### config.mk
export PLATFORM = sky130hd
export DESIGN_NAME = imu_offset_calibrator
export DESIGN_NICKNAME = d
export VERILOG_FILES = /design/src/rtl/imu_cal_pkg.sv /design/src/rtl/imu_cal_front.sv /design/src/rtl/imu_cal_div.sv /design/src/rtl/imu_cal_back.sv /design/src/rtl/imu_offset_calibrator.sv
export SDC_FILE = /design/constraint.sdc
export NUM_CORES = 2
export LEC_CHECK = 0
export BUFFER_PORTS_ARGS = -buffer_cell sky130_fd_sc_hd__buf_4
export CAP_MARGIN = 20
export CORE_MARGIN = 2
export CORE_UTILIZATION = 30
export CTS_CLUSTER_DIAMETER = 30
export DETAILED_ROUTE_END_ITERATION = 10
export PLACE_DENSITY_LB_ADDON = 0.08
export SLEW_MARGIN = 0
export SYNTH_ARGS = -nofsm -noshare
export SYNTH_HDL_FRONTEND = slang
export SYNTH_SLANG_ARGS = --single-unit
export TNS_END_PERCENT = 30
### constraint.sdc
create_clock -name clk -period 12.3 [get_ports clk]
set_input_delay 1.845 -clock clk [delete_from_list [all_inputs] [get_ports clk]]
set_output_delay 1.845 -clock clk [all_outputs]
set_load 0.1 [all_outputs]
### src/rtl/imu_cal_pkg.sv
//------------------------------------------------------------------------------
// imu_cal_pkg
// Shared types and constants for the IMU offset calibrator.
//------------------------------------------------------------------------------
package imu_cal_pkg;

  localparam int COUNT_BITS = 16;
  localparam int AXES       = 6;
  localparam int SUM_W      = 33;
  localparam int QDEPTH     = 2;

  localparam logic signed [31:0] GRAVITY  = 32'sd16384;
  localparam logic [15:0]        GYRO_Q16 = 16'd16393;
  localparam logic [16:0]        BEST_RESET = 17'd32768;

  localparam logic [2:0] REG_ROUND = 3'd0;

  typedef logic signed [15:0] s16_t;

  typedef struct packed {
    logic start;
    s16_t [AXES-1:0] smp;
  } item_t;

  typedef struct packed {
    s16_t [AXES-1:0] off;
    logic [AXES-1:0] mask;
  } result_t;

  typedef enum logic [2:0] {
    ST_ACC,
    ST_DIV,
    ST_UPD,
    ST_OUT
  } state_t;

endpackage

### src/rtl/imu_cal_front.sv
//------------------------------------------------------------------------------
// imu_cal_front
// Accepts sample items into a short queue for the back end.
//------------------------------------------------------------------------------
module imu_cal_front (
  input  logic                 clk,
  input  logic                 rst_n,
  input  logic                 in_valid,
  output logic                 in_ready,
  input  imu_cal_pkg::item_t   in_item,
  output logic                 q_valid,
  input  logic                 q_pop,
  output imu_cal_pkg::item_t   q_item
);
  imu_cal_pkg::item_t mem_r [imu_cal_pkg::QDEPTH];
  logic       wp_r, rp_r;
  logic [1:0] cnt_r;

  assign in_ready = (cnt_r != 2'(imu_cal_pkg::QDEPTH));
  assign q_valid  = (cnt_r != 2'd0);
  assign q_item   = mem_r[rp_r];

  always_ff @(posedge clk) begin
    if (in_valid && in_ready) mem_r[wp_r] <= in_item;
    if (!rst_n) begin
      wp_r <= 1'b0; rp_r <= 1'b0; cnt_r <= 2'd0;
    end else begin
      if (in_valid && in_ready) wp_r <= ~wp_r;
      if (q_pop) rp_r <= ~rp_r;
      cnt_r <= cnt_r + {1'b0, in_valid && in_ready} - {1'b0, q_pop};
    end
  end
endmodule

### src/rtl/imu_cal_div.sv
//------------------------------------------------------------------------------
// imu_cal_div
// Restoring divider: signed 33-bit sum by unsigned count, one bit per cycle.
//------------------------------------------------------------------------------
module imu_cal_div (
  input  logic                                   clk,
  input  logic                                   rst_n,
  input  logic                                   start,
  input  logic signed [imu_cal_pkg::SUM_W-1:0]   num,
  input  logic [imu_cal_pkg::COUNT_BITS-1:0]     den,
  output logic                                   done,
  output logic signed [31:0]                     quo
);
  localparam int W = imu_cal_pkg::SUM_W;
  logic [W-1:0] q_r;
  logic [imu_cal_pkg::COUNT_BITS:0] rem_r;
  logic [5:0] n_r;
  logic neg_r, busy_r;
  logic [imu_cal_pkg::COUNT_BITS:0] trial;
  logic [W-1:0] qres;

  assign trial = {rem_r[imu_cal_pkg::COUNT_BITS-1:0], q_r[W-1]};
  assign done  = busy_r && (n_r == 6'd0);
  assign qres  = neg_r ? (~q_r + 1'b1) : q_r;
  assign quo   = qres[31:0];

  always_ff @(posedge clk) begin
    if (!rst_n) begin
      busy_r <= 1'b0; n_r <= 6'd0;
    end else if (start) begin
      busy_r <= 1'b1;
      n_r    <= 6'(W);
      neg_r  <= num[W-1];
      q_r    <= num[W-1] ? (~num + 1'b1) : num;
      rem_r  <= '0;
    end else if (busy_r && n_r != 6'd0) begin
      n_r <= n_r - 6'd1;
      if (trial >= {1'b0, den}) begin
        rem_r <= trial - {1'b0, den};
        q_r   <= {q_r[W-2:0], 1'b1};
      end else begin
        rem_r <= trial;
        q_r   <= {q_r[W-2:0], 1'b0};
      end
    end else if (done) begin
      busy_r <= 1'b0;
    end
  end
endmodule

### src/rtl/imu_cal_back.sv
//------------------------------------------------------------------------------
// imu_cal_back
// Accumulates sums, ends rounds, updates bests and offsets, holds result.
//------------------------------------------------------------------------------
module imu_cal_back (
  input  logic                                clk,
  input  logic                                rst_n,
  input  logic                                q_valid,
  output logic                                q_pop,
  input  imu_cal_pkg::item_t                  q_item,
  input  logic [15:0]                         round_samples,
  input  imu_cal_pkg::s16_t [imu_cal_pkg::AXES-1:0] init_off,
  output logic                                out_valid,
  input  logic                                out_ready,
  output imu_cal_pkg::result_t                out_res
);
  localparam int A = imu_cal_pkg::AXES;
  localparam int CB = imu_cal_pkg::COUNT_BITS;
  localparam int SW = imu_cal_pkg::SUM_W;

  imu_cal_pkg::state_t st_r, st_nxt;
  logic signed [SW-1:0] sum_r [A];
  logic [CB-1:0] cnt_r;
  logic [16:0] best_r [A];
  imu_cal_pkg::s16_t off_r [A];
  logic [A-1:0] mask_r;
  logic [2:0] ax_r;
  logic ov_r;
  logic div_go;
  logic div_done;
  logic signed [31:0] avg;

  logic [CB-1:0] limit, cnt_new;
  logic [CB:0] lim_w;
  logic signed [SW-1:0] sum_new [A];
  logic take;

  always_comb begin
    lim_w = (round_samples == 16'd0) ? (CB+1)'(1) : (CB+1)'(round_samples);
    if (lim_w > (CB+1)'({CB{1'b1}})) lim_w = (CB+1)'({CB{1'b1}});
    limit = lim_w[CB-1:0];
  end

  assign take  = (st_r == imu_cal_pkg::ST_ACC) && q_valid;
  assign q_pop = take;
  assign cnt_new = (q_item.start ? CB'(0) : cnt_r) + CB'(1);

  always_comb begin
    for (int i = 0; i < A; i++)
      sum_new[i] = (q_item.start ? SW'(0) : sum_r[i]) + SW'(q_item.smp[i]);
  end

  always_comb begin
    st_nxt = st_r;
    case (st_r)
      imu_cal_pkg::ST_ACC: if (take && cnt_new >= limit) st_nxt = imu_cal_pkg::ST_DIV;
      imu_cal_pkg::ST_DIV: if (div_done) st_nxt = imu_cal_pkg::ST_UPD;
      imu_cal_pkg::ST_UPD:
        st_nxt = (ax_r == 3'(A-1)) ? imu_cal_pkg::ST_OUT : imu_cal_pkg::ST_DIV;
      imu_cal_pkg::ST_OUT: st_nxt = ov_r ? imu_cal_pkg::ST_OUT : imu_cal_pkg::ST_ACC;
      default: st_nxt = imu_cal_pkg::ST_ACC;
    endcase
  end

  always_comb begin
    div_go = 1'b0;
    case (st_r)
      imu_cal_pkg::ST_ACC: div_go = take && cnt_new >= limit;
      imu_cal_pkg::ST_UPD: div_go = (ax_r != 3'(A-1));
      default: div_go = 1'b0;
    endcase
  end

  imu_cal_div u_div (
    .clk(clk), .rst_n(rst_n), .start(div_go),
    .num(take ? sum_new[0] : sum_r[(ax_r == 3'(A-1)) ? 3'd0 : ax_r + 3'd1]),
    .den(cnt_r), .done(div_done), .quo(avg)
  );

  logic [31:0] mag, mag_r;
  logic signed [31:0] neg, negz, delta, delta_r, nsum;
  logic [31:0] gprod;
  logic signed [31:0] gq;
  always_comb begin
    mag  = avg[31] ? 32'(-avg) : 32'(avg);
    neg  = -avg;
    negz = (neg < 0) ? neg + imu_cal_pkg::GRAVITY : neg - imu_cal_pkg::GRAVITY;
    gprod = mag * 32'(imu_cal_pkg::GYRO_Q16);
    gq = 32'(gprod[31:16]);
    if (ax_r < 3'd2) delta = neg / 8;
    else if (ax_r == 3'd2) delta = negz / 8;
    else delta = avg[31] ? gq : -gq;
    nsum = 32'(off_r[ax_r]) + delta_r;
  end

  always_ff @(posedge clk) begin
    if (!rst_n) begin
      st_r <= imu_cal_pkg::ST_ACC;
      cnt_r <= '0; ax_r <= 3'd0; ov_r <= 1'b0; mask_r <= '0;
      for (int i = 0; i < A; i++) begin
        sum_r[i] <= '0; best_r[i] <= imu_cal_pkg::BEST_RESET; off_r[i] <= '0;
      end
    end else begin
      st_r <= st_nxt;
      if (out_valid && out_ready) ov_r <= 1'b0;
      if (take) begin
        cnt_r <= cnt_new;
        ax_r  <= 3'd0;
        mask_r <= '0;
        for (int i = 0; i < A; i++) begin
          sum_r[i] <= sum_new[i];
          if (q_item.start) begin
            best_r[i] <= imu_cal_pkg::BEST_RESET;
            off_r[i]  <= init_off[i];
          end
        end
      end
      if (st_r == imu_cal_pkg::ST_DIV && div_done) begin
        mag_r   <= mag;
        delta_r <= delta;
      end
      if (st_r == imu_cal_pkg::ST_UPD) begin
        ax_r <= ax_r + 3'd1;
        sum_r[ax_r] <= '0;
        if (mag_r < 32'(best_r[ax_r])) begin
          best_r[ax_r] <= mag_r[16:0];
          mask_r[ax_r] <= 1'b1;
          off_r[ax_r] <= (nsum > 32767) ? 16'sh7fff :
                         (nsum < -32768) ? 16'sh8000 : nsum[15:0];
        end
      end
      if (st_r == imu_cal_pkg::ST_OUT && !ov_r) begin
        cnt_r <= '0;
        ov_r  <= 1'b1;
        for (int i = 0; i < A; i++) out_res.off[i] <= off_r[i];
        out_res.mask <= mask_r;
      end
    end
  end

  assign out_valid = ov_r;
endmodule

### src/rtl/imu_offset_calibrator.sv
// Each item is registered in the input queue before the back end takes it;
// non-final samples are taken while the back end accumulates. A round-ending
// sample runs a 33-step serial division plus a done and an update step for
// each of the 6 axes, then a result load. Input queue holds 2 items; sampling
// goes on while a result waits; the next one loads once that one is taken.
// Reset (rst_n low, synchronous): registers to defaults, queue empty.
//------------------------------------------------------------------------------
// imu_offset_calibrator
// Top level: APB registers, input queue, accumulate/divide back end.
//------------------------------------------------------------------------------
module imu_offset_calibrator (
  input  logic        clk,
  input  logic        rst_n,
  input  logic        in_tvalid,
  output logic        in_tready,
  input  logic [95:0] in_tdata,  // accel x,y,z, gyro x,y,z
  input  logic        in_tuser,  // start_new
  output logic        out_tvalid,
  input  logic        out_tready,
  output logic [95:0] out_tdata, // offset accel x,y,z, gyro x,y,z
  output logic [7:0]  out_tuser, // improved_mask, 2 zero bits
  input  logic        cfg_psel,
  input  logic        cfg_penable,
  input  logic        cfg_pwrite,
  input  logic [4:0]  cfg_paddr,
  input  logic [31:0] cfg_pwdata,
  output logic [31:0] cfg_prdata,
  output logic        cfg_pready
);
  logic [15:0] rs_r;
  imu_cal_pkg::s16_t [imu_cal_pkg::AXES-1:0] io_r;
  imu_cal_pkg::item_t in_item, q_item;
  imu_cal_pkg::result_t res;
  logic q_valid, q_pop;
  logic [2:0] ridx;

  assign cfg_pready = 1'b1;
  assign ridx = cfg_paddr[4:2];

  always_ff @(posedge clk) begin
    if (!rst_n) begin
      rs_r <= 16'd250; io_r <= '0;
    end else if (cfg_psel && cfg_penable && cfg_pwrite && cfg_pready) begin
      if (ridx == imu_cal_pkg::REG_ROUND) rs_r <= cfg_pwdata[15:0];
      else if (ridx <= 3'(imu_cal_pkg::AXES)) io_r[ridx - 3'd1] <= cfg_pwdata[15:0];
    end
  end

  always_comb begin
    cfg_prdata = 32'd0;
    if (ridx == imu_cal_pkg::REG_ROUND) cfg_prdata = {16'd0, rs_r};
    else if (ridx <= 3'(imu_cal_pkg::AXES))
      cfg_prdata = 32'(signed'(io_r[ridx - 3'd1]));
  end

  always_comb begin
    in_item.start = in_tuser;
    for (int i = 0; i < imu_cal_pkg::AXES; i++) in_item.smp[i] = in_tdata[16*i +: 16];
  end

  imu_cal_front u_front (
    .clk(clk), .rst_n(rst_n), .in_valid(in_tvalid), .in_ready(in_tready),
    .in_item(in_item), .q_valid(q_valid), .q_pop(q_pop), .q_item(q_item)
  );

  imu_cal_back u_back (
    .clk(clk), .rst_n(rst_n), .q_valid(q_valid), .q_pop(q_pop), .q_item(q_item),
    .round_samples(rs_r), .init_off(io_r), .out_valid(out_tvalid),
    .out_ready(out_tready), .out_res(res)
  );

  always_comb begin
    for (int i = 0; i < imu_cal_pkg::AXES; i++) out_tdata[16*i +: 16] = res.off[i];
    out_tuser = {2'b00, res.mask};
  end
endmodule

==> metrics.md <==
| Metric | Value |
|---|---|
| Clock root cell | clkbuf_16 |
| Status | finished with violations |
| Yosys cell types | 113 |
| Clock Skews | 116 ps |
| Crit-path max FO | 11 |
| CP dominant cell by count | ha_1 |
| Worst hold path type | reg -> reg |
| Failing checks | design-rule violations |
| Worst Setup End Kind | flop |
| Gate Count Post-Synth | 6582 |
| Critical path's largest stage delay | 610 ps |
| Global route total overflow | 0 |
| Placed insts | 9418 |
| Vias in the first global route | 51.1k |
| Pin count of the biggest net entering global routing | 133 |
| Setup TNS | 0 ps |
| WHS Endpoint | out_tdata[28]$_DFFE_PP_ |
| Register area share after synthesis | 0.427 |
| Core area | 212000 um^2 |
| Die Width | 466 um |
| Worst slew pin tran | 1320 ps |
| Initial antenna violation count | 3 |
| Slowest stage cell, crit path | or3b_2 |
| Cell area after synthesis | 64000 um^2 |
| Post-DP HPWL | 160000 um |
| Largest delay share family, worst path | compound AO/OA/AOI/OAI gates |
| CTS tree | built |
| Post-CTS resize count | 0 |
| Clock H-tree levels | 5 |
| Max_slew headroom | 0.122 |
| IO Port Bufs | 258 |
| Maximum capacitance violations | 0 |
| Worst EP arrival | 10850 ps |
| Clock sink count | 1027 |
| # nets final | 7506 |
| Drt wl/cell | 22.5 um |
| I/O pins | 280 |
| Final hold vios | 0 |
| Placer Congestion | 0.879 |
| EDFF count, synth | 674 |
| WP buf/inv | 1 |
| CP Launch Type | flop |
| Clock buffer depth | 4 |
| Crit path time final | 10280 ps |
| Post-CTS Setup Inserts | 0 |
| DR vias | 51.3k |
| Worst hold path startpoint | u_back.off_r[1][12]$_DFFE_PP_ |
| # hold bufs at CTS | 0 |
| CTS clock-pin slew for the worst setup and hold paths | 50 ps |
| Wire length of the first global-routing pass | 332000 um |
| Max Clock Freq | 97.3 MHz |
| Crit path kind | reg -> reg |
| Die H | 466 um |
| Full die area | 217000 um^2 |
| Worst reg2reg startpoint | u_back.u_div.q_r[0]$_DFFE_PP_ |
| Starting Density | 0.302 |
| RSZ-0062 raised after global routing | no |
| CTS Buf Count | 307 |
| Drt first-iter violations | 3343 |
| Post-synth ARST share | 0 |
| Synth Warn # | 0 |
| Final Util | 0.374 |
| # DRC | 26 |
| Area growth from synthesis to layout | 23.9% |
| Finished Layout Cells | 9953 |
| Clock latency on the worst-skew pair | 940 ps |
| Commonest non-fill, non-tap cells in the layout | nand2_1, edfxtp_1, a21oi_1 |
| Commonest non-fill, non-tap cell in the layout | nand2_1 |
| Reg2Reg Capture Point | u_back.delta_r[26]$_DFFE_PP_ |
| Syn avg cell area | 9.72 um^2 |
| First-pass iteration count of the detailed router | 11 |
| Flop-to-flop setup slack | 2020 ps |
| Worst EP required | 12870 ps |
| Leak | 31.1 nW |
| Final Cycle Share | 0.836 |
| Flops & latches, synth | 1027 |
| VDD IR max | 160 uV |
| Drt via density | 5.15 |
| GRT Total Usage | 0.201 |
| WHS | 404 ps |
| Design Power | 22.1 mW |
| ANT nets after route | 0 |
| Fraction of layout cells with a size suffix above 1 | 0.155 |
| # setup viols final | 0 |
| Drt total wl | 224000 um |
| P per Cell Area | 279 nW/um^2 |
| Rows | 169 |
| Final-report max-slew violation count | 0 |
| Ys flop type | edfxtp_1 |
| Hold path cells | 0 |
| Worst r2r path cells | 29 |
==> layer usage <==
metal | vias up | track usage | wire [um]
met5 | - | 0 | 13
met4 | 2 | 0.0667 | 6850
met2 | 1249 | 0.339 | 107000
met1 | 24700 | 0.264 | 100000
met3 | 390 | 0.0296 | 9540
li1 | 24900 | - | -
==> state kept, by name, indices dropped and copies added, names as in the netlist, 2 cells and up, named ones only <==
name	cells
u_back.out_res	6
u_back.best_r	136
rs_r	16
io_r	96
u_back.u_div.q_r	33
u_back.mask_r	6
u_back.delta_r	32
u_back.ax_r	3
u_back.sum_r	198
u_back.cnt_r	16
out_tdata	96
u_back.off_r	128
u_back.st_r	2
u_front.cnt_r	2
u_back.u_div.n_r	6
u_back.u_div.rem_r	16
u_back.mag_r	32
u_front.mem_r	194
==> synthesized netlist by cell type (31+ instances only) <==
cell type | n | share of area
nand2_1 | 876 | 0.051
mux4_2 | 66 | 0.023
inv_1 | 161 | 0.0094
o21ai_0 | 264 | 0.021
o211ai_1 | 58 | 0.0068
a21o_1 | 123 | 0.014
a31oi_1 | 50 | 0.0049
nand3_1 | 138 | 0.011
a221oi_1 | 31 | 0.0042
nor2_1 | 447 | 0.026
mux2_2 | 123 | 0.022
o21bai_1 | 46 | 0.0054
and2_1 | 290 | 0.028
edfxtp_1 | 674 | 0.32
nand2b_1 | 62 | 0.0061
ha_1 | 433 | 0.085
a22oi_1 | 79 | 0.0093
nand4_1 | 36 | 0.0035
xor2_1 | 156 | 0.021
clkbuf_1 | 285 | 0.017
nor3_1 | 95 | 0.0074
or3_1 | 40 | 0.0039
a211oi_1 | 51 | 0.0060
nor2b_1 | 46 | 0.0045
mux2i_1 | 90 | 0.014
and3_1 | 72 | 0.0070
a21oi_1 | 574 | 0.045
o31ai_1 | 35 | 0.0041
dfxtp_1 | 353 | 0.11
o21a_1 | 57 | 0.0067
xnor2_1 | 251 | 0.034
nor4_1 | 48 | 0.0047
==> through the flow <==
step	instance area (um^2)	setup slack, ps
floorplan	64000	3860
finish	79300	2020
CTS	79300	1990
detailed placement	69100	2080
global route	79300	1360
global placement	69100	2070
==> power by group <==
part / internal [mW] / switching [mW]
clock network: 5.57 / 2.22
registers: 4.39 / 0.513
logic: 3.65 / 5.80
total: 13.6 / 8.53
==> logic make-up after synthesis <==
kind of cell,Yosys count,share of synthesized area
mux,280,0.0592
flops,1027,0.427
other cells,2,0.000117
fa+ha+maj,458,0.0925
buf+inv,508,0.0313
xor+xnor,411,0.0569
simple gates,2252,0.167
compound gates,1644,0.166
==> worst max path at each step <==
| stage | from | end | slack [ps] | cells after the start |
|---|---|---|---|---|
| after floorplan | u_back.u_div.q_r[0]$_DFFE_PP_ | u_back.delta_r[26]$_DFFE_PP_ | 3860 | 30 |
| after global placement | u_back.u_div.q_r[0]$_DFFE_PP_ | u_back.delta_r[26]$_DFFE_PP_ | 2070 | 29 |
| after detailed placement | u_back.u_div.q_r[0]$_DFFE_PP_ | u_back.delta_r[26]$_DFFE_PP_ | 2080 | 29 |
| after CTS | u_back.u_div.q_r[0]$_DFFE_PP_ | u_back.delta_r[26]$_DFFE_PP_ | 1990 | 29 |
| after global routing | u_back.u_div.q_r[0]$_DFFE_PP_ | u_back.delta_r[26]$_DFFE_PP_ | 1360 | 29 |
| final | u_back.u_div.q_r[0]$_DFFE_PP_ | u_back.delta_r[26]$_DFFE_PP_ | 2020 | 29 |
==> layout make-up <==
| cell class | instances | area, um^2 |
|---|---|---|
| diodes | 3 | 7.51 |
| clock buffers | 397 | 8330 |
| clock inverters | 134 | 1840 |
| fillers | 21100 | 133000 |
| inverters | 165 | 627 |
| multi-input cells | 5048 | 34900 |
| flip-flops and latches | 1027 | 27300 |
| well taps | 2821 | 3530 |
| repair buffers | 358 | 2730 |
No activity file was read; power rests on OpenSTA's default activity.
